File: src/hdl/alt_pkg.sv
// shared types and constants for the array list table
package alt_pkg;

  localparam int DEF_CAPACITY = 8;
  localparam int MAX_CAPACITY = 64;

  localparam int DATA_W = 32;
  localparam int POS_W  = 8;
  localparam int ROT_W  = 16;
  localparam int STAT_W = 3;
  localparam int OUT_W  = 7;

  typedef enum logic [1:0] {
    M_INSERT = 2'd0,
    M_DELETE = 2'd1,
    M_SEARCH = 2'd2,
    M_ROTATE = 2'd3
  } mode_e;

  typedef enum logic [STAT_W-1:0] {
    ST_OK       = 3'd0,
    ST_FULL     = 3'd1,
    ST_EMPTY    = 3'd2,
    ST_BADPOS   = 3'd3,
    ST_NOTFOUND = 3'd4
  } status_e;

  typedef enum logic [1:0] {
    S_IDLE = 2'd0,
    S_DIV  = 2'd1,
    S_WALK = 2'd2
  } state_e;

endpackage

File: src/hdl/alt_divrem.sv
// bit-serial remainder unit: rotate count modulo the entry count
module alt_divrem import alt_pkg::*; #(
  parameter int CW = 4
) (
  input  logic          clk_i,
  input  logic          rst_ni,
  input  logic          start_i,
  input  logic [ROT_W-1:0] dividend_i,
  input  logic [CW-1:0] divisor_i,
  output logic          done_o,
  output logic [CW-1:0] rem_o
);

  localparam int BW  = $clog2(ROT_W);
  localparam int CW1 = CW + 1;

  logic             busy_q, busy_d;
  logic             done_q, done_d;
  logic [BW-1:0]    bit_q, bit_d;
  logic [ROT_W-1:0] dvd_q, dvd_d;
  logic [CW-1:0]    dvs_q, dvs_d;
  logic [CW-1:0]    rem_q, rem_d;
  logic [CW:0]      trial;

  // one restoring step per cycle, msb first
  always_comb begin
    busy_d = busy_q;
    done_d = 1'b0;
    bit_d  = bit_q;
    dvd_d  = dvd_q;
    dvs_d  = dvs_q;
    rem_d  = rem_q;
    trial  = {rem_q, dvd_q[ROT_W-1]};
    if (start_i) begin
      busy_d = 1'b1;
      bit_d  = BW'(ROT_W - 1);
      dvd_d  = dividend_i;
      dvs_d  = divisor_i;
      rem_d  = '0;
    end else if (busy_q) begin
      dvd_d = {dvd_q[ROT_W-2:0], 1'b0};
      if (trial >= CW1'(dvs_q)) begin
        rem_d = CW'(trial - CW1'(dvs_q));
      end else begin
        rem_d = trial[CW-1:0];
      end
      if (bit_q == '0) begin
        busy_d = 1'b0;
        done_d = 1'b1;
      end else begin
        bit_d = bit_q - 1'b1;
      end
    end
  end

  // control state
  always_ff @(posedge clk_i or negedge rst_ni) begin
    if (!rst_ni) begin
      busy_q <= 1'b0;
      done_q <= 1'b0;
    end else begin
      busy_q <= busy_d;
      done_q <= done_d;
    end
  end

  // operands and partial remainder
  always_ff @(posedge clk_i) begin
    bit_q <= bit_d;
    dvd_q <= dvd_d;
    dvs_q <= dvs_d;
    rem_q <= rem_d;
  end

  assign done_o = done_q;
  assign rem_o  = rem_q;

endmodule

File: src/hdl/array_list_table.sv
// array list table: ordered list of signed words kept in two ping-pong memories
//
// Usage: drive mode_i, position_i, entry_value_i and rotate_count_i and raise
// start_i; the request is taken at a clock edge where start_i is high and
// busy_o is low. Exactly one result word follows: done_o is high for one cycle
// with status_o, removed_value_o, found_position_o and item_count_o valid.
// The receiver cannot stall; results must be taken in that cycle.
// A rejected request (full, empty, bad position) is answered without a walk.
// Insert and delete walk the entries from the position to the end of the
// list, a search walks the whole list, and a rotate walks the whole list
// after the serial modulo of the rotate count. All walks run one list
// entry per cycle through the single read port of the live memory.
// Rotation copies the list into the other memory and flips the live bank.
// busy_o is low in the cycle done_o is high, so requests may follow at once.
// Reset empties the list; memory contents are not cleared, as only entries
// below the count are ever read.
module array_list_table import alt_pkg::*; #(
  parameter int CAPACITY = DEF_CAPACITY
) (
  input  logic                     clk_i,
  input  logic                     rst_ni,
  input  logic                     start_i,
  output logic                     busy_o,
  input  logic [1:0]               mode_i,
  input  logic [POS_W-1:0]         position_i,
  input  logic signed [DATA_W-1:0] entry_value_i,
  input  logic [ROT_W-1:0]         rotate_count_i,
  output logic                     done_o,
  output logic [STAT_W-1:0]        status_o,
  output logic signed [DATA_W-1:0] removed_value_o,
  output logic [OUT_W-1:0]         found_position_o,
  output logic [OUT_W-1:0]         item_count_o
);

  localparam int CW  = $clog2(CAPACITY + 1);
  localparam int CW1 = CW + 1;
  localparam int AW  = (CAPACITY > 1) ? $clog2(CAPACITY) : 1;

  // list memories, one live and one used as rotate target
  logic signed [DATA_W-1:0] bank0 [CAPACITY];
  logic signed [DATA_W-1:0] bank1 [CAPACITY];
  logic signed [DATA_W-1:0] rdata0_q, rdata1_q, rdata;

  logic                     rd_en;
  logic [AW-1:0]            rd_addr;
  logic                     wr_en, wr_bank;
  logic [AW-1:0]            wr_addr;
  logic signed [DATA_W-1:0] wr_data;

  state_e                   state_q, state_d;
  mode_e                    mode_q, mode_d, req_mode;
  logic [CW-1:0]            count_q, count_d;
  logic                     live_q, live_d;
  logic [CW-1:0]            idx_q, idx_d;
  logic [CW-1:0]            rem_q, rem_d;
  logic [CW-1:0]            posm1_q, posm1_d;
  logic [CW-1:0]            k_q, k_d;
  logic signed [DATA_W-1:0] val_q, val_d;
  logic                     pend_q, pend_d;
  logic                     pfirst_q, pfirst_d;
  logic [AW-1:0]            paddr_q, paddr_d;
  logic [CW-1:0]            pidx_q, pidx_d;
  logic                     done_q, done_d;
  status_e                  status_q, status_d;
  logic signed [DATA_W-1:0] removed_q, removed_d;
  logic [OUT_W-1:0]         found_q, found_d;

  logic                     accept, req_err, walk_end;
  status_e                  err_st;
  logic [POS_W-1:0]         cnt_p;
  logic [CW:0]              rot_sum, rot_dst;
  logic                     div_start, div_done;
  logic [CW-1:0]            div_rem;

  assign accept   = start_i && (state_q == S_IDLE);
  assign req_mode = mode_e'(mode_i);
  assign cnt_p    = POS_W'(count_q);
  assign walk_end = (rem_q == '0) && !pend_q;
  assign rdata    = live_q ? rdata1_q : rdata0_q;

  // modulo of the rotate count by the entry count
  assign div_start = accept && !req_err && (req_mode == M_ROTATE);

  alt_divrem #(
    .CW (CW)
  ) u_divrem (
    .clk_i      (clk_i),
    .rst_ni     (rst_ni),
    .start_i    (div_start),
    .dividend_i (rotate_count_i),
    .divisor_i  (count_q),
    .done_o     (div_done),
    .rem_o      (div_rem)
  );

  // request check
  always_comb begin
    req_err = 1'b0;
    err_st  = ST_OK;
    unique case (req_mode)
      M_INSERT: begin
        if (count_q == CW'(CAPACITY)) begin
          req_err = 1'b1;
          err_st  = ST_FULL;
        end else if (position_i == '0 || position_i > cnt_p + 1'b1) begin
          req_err = 1'b1;
          err_st  = ST_BADPOS;
        end
      end
      M_DELETE: begin
        if (count_q == '0) begin
          req_err = 1'b1;
          err_st  = ST_EMPTY;
        end else if (position_i == '0 || position_i > cnt_p) begin
          req_err = 1'b1;
          err_st  = ST_BADPOS;
        end
      end
      M_SEARCH: begin
        req_err = 1'b0;
      end
      M_ROTATE: begin
        if (count_q == '0) begin
          req_err = 1'b1;
          err_st  = ST_EMPTY;
        end
      end
      default: req_err = 1'b0;
    endcase
  end

  // next state
  always_comb begin
    state_d = state_q;
    unique case (state_q)
      S_IDLE: begin
        if (accept && !req_err) begin
          state_d = (req_mode == M_ROTATE) ? S_DIV : S_WALK;
        end
      end
      S_DIV: begin
        if (div_done) state_d = S_WALK;
      end
      S_WALK: begin
        if (walk_end) state_d = S_IDLE;
      end
      default: state_d = S_IDLE;
    endcase
  end

  // rotate target address, wrapped once
  always_comb begin
    rot_sum = CW1'(idx_q) + CW1'(k_q);
    if (rot_sum >= CW1'(count_q)) begin
      rot_dst = rot_sum - CW1'(count_q);
    end else begin
      rot_dst = rot_sum;
    end
  end

  // datapath, memory accesses and result
  always_comb begin
    mode_d    = mode_q;
    count_d   = count_q;
    live_d    = live_q;
    idx_d     = idx_q;
    rem_d     = rem_q;
    posm1_d   = posm1_q;
    k_d       = k_q;
    val_d     = val_q;
    pend_d    = 1'b0;
    pfirst_d  = 1'b0;
    paddr_d   = paddr_q;
    pidx_d    = pidx_q;
    done_d    = 1'b0;
    status_d  = status_q;
    removed_d = removed_q;
    found_d   = found_q;
    rd_en     = 1'b0;
    rd_addr   = idx_q[AW-1:0];
    wr_en     = 1'b0;
    wr_bank   = live_q;
    wr_addr   = paddr_q;
    wr_data   = rdata;

    unique case (state_q)
      S_IDLE: begin
        if (accept) begin
          mode_d    = req_mode;
          val_d     = entry_value_i;
          posm1_d   = CW'(position_i - 1'b1);
          removed_d = '0;
          found_d   = '0;
          status_d  = err_st;
          done_d    = req_err;
          unique case (req_mode)
            M_INSERT: begin
              idx_d = count_q - 1'b1;
              rem_d = count_q - CW'(position_i - 1'b1);
            end
            M_DELETE: begin
              idx_d = CW'(position_i - 1'b1);
              rem_d = count_q - CW'(position_i - 1'b1);
            end
            default: begin
              idx_d = '0;
              rem_d = count_q;
            end
          endcase
        end
      end
      S_DIV: begin
        if (div_done) k_d = div_rem;
      end
      S_WALK: begin
        // retire the word read in the previous cycle
        if (pend_q) begin
          unique case (mode_q)
            M_INSERT: wr_en = 1'b1;
            M_DELETE: begin
              if (pfirst_q) removed_d = rdata;
              else          wr_en     = 1'b1;
            end
            M_SEARCH: begin
              if (rdata == val_q && found_q == '0) begin
                found_d = OUT_W'(pidx_q) + 1'b1;
              end
            end
            M_ROTATE: begin
              wr_en   = 1'b1;
              wr_bank = !live_q;
            end
            default: wr_en = 1'b0;
          endcase
        end
        // issue the next read
        if (rem_q != '0) begin
          rd_en    = 1'b1;
          pend_d   = 1'b1;
          pidx_d   = idx_q;
          rem_d    = rem_q - 1'b1;
          pfirst_d = (mode_q == M_DELETE) && (idx_q == posm1_q);
          idx_d    = (mode_q == M_INSERT) ? idx_q - 1'b1 : idx_q + 1'b1;
          unique case (mode_q)
            M_INSERT: paddr_d = AW'(idx_q + 1'b1);
            M_DELETE: paddr_d = AW'(idx_q - 1'b1);
            M_ROTATE: paddr_d = rot_dst[AW-1:0];
            default:  paddr_d = idx_q[AW-1:0];
          endcase
        end
        // finish the request
        if (walk_end) begin
          done_d   = 1'b1;
          status_d = ST_OK;
          unique case (mode_q)
            M_INSERT: begin
              wr_en   = 1'b1;
              wr_addr = posm1_q[AW-1:0];
              wr_data = val_q;
              count_d = count_q + 1'b1;
            end
            M_DELETE: count_d = count_q - 1'b1;
            M_SEARCH: status_d = (found_q == '0) ? ST_NOTFOUND : ST_OK;
            M_ROTATE: live_d = !live_q;
            default:  status_d = ST_OK;
          endcase
        end
      end
      default: done_d = 1'b0;
    endcase
  end

  // memory bank 0
  always_ff @(posedge clk_i) begin
    if (wr_en && !wr_bank) bank0[wr_addr] <= wr_data;
    if (rd_en) rdata0_q <= bank0[rd_addr];
  end

  // memory bank 1
  always_ff @(posedge clk_i) begin
    if (wr_en && wr_bank) bank1[wr_addr] <= wr_data;
    if (rd_en) rdata1_q <= bank1[rd_addr];
  end

  // control registers
  always_ff @(posedge clk_i or negedge rst_ni) begin
    if (!rst_ni) begin
      state_q <= S_IDLE;
      count_q <= '0;
      live_q  <= 1'b0;
      pend_q  <= 1'b0;
      done_q  <= 1'b0;
      rem_q   <= '0;
      mode_q  <= M_INSERT;
    end else begin
      state_q <= state_d;
      count_q <= count_d;
      live_q  <= live_d;
      pend_q  <= pend_d;
      done_q  <= done_d;
      rem_q   <= rem_d;
      mode_q  <= mode_d;
    end
  end

  // payload registers
  always_ff @(posedge clk_i) begin
    idx_q     <= idx_d;
    posm1_q   <= posm1_d;
    k_q       <= k_d;
    val_q     <= val_d;
    pfirst_q  <= pfirst_d;
    paddr_q   <= paddr_d;
    pidx_q    <= pidx_d;
    status_q  <= status_d;
    removed_q <= removed_d;
    found_q   <= found_d;
  end

  assign busy_o           = (state_q != S_IDLE);
  assign done_o           = done_q;
  assign status_o         = status_q;
  assign removed_value_o  = removed_q;
  assign found_position_o = found_q;
  assign item_count_o     = OUT_W'(count_q);

  // count stays within capacity
  a_count_cap: assert property (@(posedge clk_i) disable iff (!rst_ni)
    count_q <= CW'(CAPACITY))
    else $error("entry count above capacity");

  // no read left in flight once idle
  a_idle_clean: assert property (@(posedge clk_i) disable iff (!rst_ni)
    state_q == S_IDLE |-> !pend_q)
    else $error("pending read while idle");

  // a successful insert grows the list by one word
  a_insert_grow: assert property (@(posedge clk_i) disable iff (!rst_ni)
    done_q && status_q == ST_OK && mode_q == M_INSERT |->
      count_q == $past(count_q) + 1'b1)
    else $error("insert did not grow count");

  // a found position lies inside the list
  a_found_range: assert property (@(posedge clk_i) disable iff (!rst_ni)
    done_q |-> found_q <= OUT_W'(count_q))
    else $error("found position beyond count");

  // a result follows only a walk or a rejected request
  a_done_src: assert property (@(posedge clk_i) disable iff (!rst_ni)
    $rose(done_q) |-> $past(state_q == S_WALK) || $past(accept && req_err))
    else $error("result strobe without a request");

endmodule
File: config.mk
export PLATFORM = sky130hd
export DESIGN_NAME = array_list_table
export DESIGN_NICKNAME = d
export VERILOG_FILES = /design/src/hdl/alt_pkg.sv /design/src/hdl/alt_divrem.sv /design/src/hdl/array_list_table.sv
export SDC_FILE = /design/constraint.sdc
export NUM_CORES = 1
export LEC_CHECK = 0
export BUFFER_PORTS_ARGS = -buffer_cell sky130_fd_sc_hd__buf_2
export CAP_MARGIN = 5
export CORE_MARGIN = 1
export CORE_UTILIZATION = 41
export CTS_BUF_LIST = sky130_fd_sc_hd__clkbuf_4 sky130_fd_sc_hd__clkbuf_8
export DETAILED_ROUTE_END_ITERATION = 16
export PLACE_DENSITY = 0.56
export SETUP_SLACK_MARGIN = 0.1
export SYNTH_ARGS = -nofsm -noshare
export SYNTH_HDL_FRONTEND = slang
export SYNTH_HIERARCHICAL = 1
export SYNTH_SLANG_ARGS = --single-unit
export TNS_END_PERCENT = 30
File: constraint.sdc
create_clock -name clk_i -period 8.4 [get_ports clk_i]
set_input_delay 2.52 -clock clk_i [delete_from_list [all_inputs] [get_ports clk_i]]
set_output_delay 2.52 -clock clk_i [all_outputs]
set_load 0.005 [all_outputs]
==> flow_metrics.env <==
export IMPL_core_sq_um=69100
export IMPL_area_delta_synth_final_pct=14.2
export IMPL_finClkSkew_ps=53.3
export IMPL_async_flop_share_pct=2.38
export IMPL_synth_edf_count=687
export IMPL_final_core_util_pct=47.6
export IMPL_track_usage_pct=19.7
export IMPL_routedLengthMet1_um=30000
export IMPL_fin_nets=1805
export IMPL_max_vdd_ir_drop_mv=0.175
export IMPL_max_cap_violations=0
export IMPL_seqPwrFrac_pct=44.6
export IMPL_cts_tree="built"
export IMPL_die_area_sq_um=71300
export IMPL_die_h_um=267
export IMPL_grt_pass1_wl_um=101000
export IMPL_yosysTopAreaCell="edfxtp_1"
export IMPL_dp_slack_ps=3940
export IMPL_critical_path_arrival_ps=1580
export IMPL_die_w_um=267
export IMPL_dr_first_iter_drc_count=1207
export IMPL_ys_ff_latch=713
export IMPL_yosysWarnings=6
export IMPL_antenna_found_initial=2
export IMPL_yosys_cell_count_top_type="edfxtp_1"
export IMPL_startpoint_type="flip-flop"
export IMPL_syn_inst=1520
export IMPL_yosysSeqAreaShare_pct=73.8
export IMPL_postCtsSetupBuffers=0
export IMPL_grt_max_degree=135
export IMPL_fin_area_sq_um=32900
export IMPL_drv_slew=0
export IMPL_cts_max_level=3
export IMPL_hold_buffers=0
export IMPL_hold_viol=0
export IMPL_status="finished, final reports clean"
export IMPL_p_int_uw=8440
export IMPL_p_clk_share_pct=24.0
export IMPL_fill_cells=5817
export IMPL_end_kind="primary output"
export IMPL_port_buffers=106
export IMPL_post_route_period_util_pct=48.8
export IMPL_rsz0062_at_grt="no"
export IMPL_avgSynthCellArea_sq_um=18.9
export IMPL_p_sw_uw=4150
export IMPL_wirelength_um=68700
export IMPL_clkSinkCount=713
export IMPL_cp_max_fo=8
export IMPL_timing_final_ws_setup_ps=4300
export IMPL_clock_tree_buffer_depth=3
export IMPL_powerDensity_nw_per_um2=383
export IMPL_fmax_mhz=244
export IMPL_cts_buffers=115
export IMPL_drtAntennaViolNets=0
export IMPL_root_buffer="clkbuf_8"
export IMPL_met3_length_um=3580
export IMPL_leakage_uw=0.0110
export IMPL_start_util_pct=41.7
export IMPL_io_pins=112
export IMPL_maxSlewHeadroom_pct=21.3
export IMPL_rows=96
export IMPL_highest_layer="met5"
export IMPL_dpl_hpwl_um=37500
export IMPL_fin_tns_setup_ps=0
export IMPL_dominantRegCellSynth="edfxtp_1"
export IMPL_final_min_clock_period_ps=4100
export IMPL_ys_types=66
export IMPL_vias=14600
export IMPL_avgViaCountPerCell=5.34
export IMPL_grt_overflow=0
export IMPL_grt_pass1_vias=15000
export IMPL_insertion_delay_ps=730
export IMPL_drive_gt1_share_pct=30.8
export IMPL_dpl_cell_area_sq_um=30500
export IMPL_yosysTopAreaCellShare_pct=71.7
export IMPL_gp_congestion=0.802
export IMPL_wl_met2_um=33700
export IMPL_ys_top_cells_by_area="edfxtp_1 72%, mux4_2 10%, mux2_2 3.2%"
export IMPL_drc=0
export IMPL_netlist_top_cells_count="687 x edfxtp_1, 128 x mux4_2, 117 x nor2_1"
export IMPL_hold_class="flip-flop to flip-flop"
export IMPL_crit_type="flip-flop to primary output"
export IMPL_wl_per_cell_um=25.2
export IMPL_drt_pass1_iterations=5
export IMPL_required_ps=5880
export IMPL_setup_viol=0
export IMPL_worstMarginPinSlew_ps=1180
export IMPL_p_comb_share_pct=31.4
export IMPL_syn_area_sq_um=28800
export IMPL_swShare_pct=33.0
export IMPL_clk_pin_slew_ps=70
export IMPL_cts_resized=0
==> power groups by stage <==
stage               combinational (uW)  clock [uW]  sequential [uW]
CTS                               4030        3090             5620
finish                            3960        3020             5610
global placement                  3930           0             5680
floorplan                         2720           0             5570
global route                      4330        3230             5670
detailed placement                4020           0             5690
==> cells in the final DEF, fill, tap and decap left out, types with 6 or more instances in the layout <==
cell type	netlist	final
clkinv_1	0	29
o21ai_0	18	18
mux2i_1	39	39
nor3_1	11	10
nand2b_1	7	6
buf_4	5	29
clkbuf_8	0	118
a31oi_1	6	6
nand3_1	11	11
dfrtp_1	17	16
nor2_1	117	99
bufinv_16	0	6
clkbuf_4	0	30
inv_1	41	40
a21oi_1	49	49
xnor2_1	25	25
buf_2	25	106
nand4_1	8	8
clkinv_2	0	17
xor2_1	37	37
ha_1	36	36
nor4_1	7	7
nor2_4	0	18
mux2_2	81	81
dfxtp_1	9	9
nor2b_1	10	10
a211oi_1	6	6
nand2_1	26	26
mux4_2	128	128
edfxtp_1	687	687
==> kinds of logic after synthesis <==
family | synth area share (%)
compound gates | 2.66
other cells | 0.0130
fa+ha+maj | 1.84
buf+inv | 1.75
mux | 14.5
xor+xnor | 1.89
simple gates | 3.53
flops | 73.8
==> state kept, by name (all words and copies together), names as in the netlist, 5 cells and up <==
register	flops
bank1	256
bank0	256
rdata0_q	32
removed_value_o	32
found_position_o	5
val_q	32
rdata1_q	32
u_divrem/dvd_q	16
==> metal layers <==
metal | vias up | track usage (%)
met2 | 432 | 32.6
met3 | 108 | 3.40
li1 | 6400 | -
met5 | - | 0
met4 | 2 | 5.34
met1 | 7629 | 26.8
==> layout make-up <==
type	count	area (sq um)	share of cell area (%)
Sequential cell	713	21200	64.6
Clock inverter	58	453	1.38
Inverter	41	154	0.468
Timing Repair Buffer	137	788	2.40
Clock buffer	148	1850	5.63
Tap cell	931	1160	3.55
Multi-Input combinational cell	696	7200	21.9
Antenna cell	5	12.5	0.0381
==> final timing paths <==
check | start | end | slack, ps | depth (start not counted)
max | state_q[1] | busy_o | 4300 | 3
min | u_divrem/bit_q[1] | u_divrem/bit_q[1] | 490 | 1
max reg2reg | live_q | found_position_o[4] | 4450 | 7
min reg2reg | u_divrem/bit_q[1] | u_divrem/bit_q[1] | 490 | 1
max in group asynchronous | rst_ni | live_q | 6260 | 1
min in group asynchronous | rst_ni | pend_q | 1760 | 1
==> worst max-delay path, cell delays in order, from the launching register on <==
cell     delay (ps)
dfrtp_1         500
nor2_1          210
inv_1            60
buf_2           130
==> metrics by stage <==
stage	std cells	hold slack, ps	power (uW)
after CTS	2723	494	12700
after detailed placement	2517	481	9700
final	2729	489	12600
after floorplan	1524	451	8290
after global routing	2729	528	13200
after global placement	2517	477	9600
No activity file was read; power rests on OpenSTA's default activity.
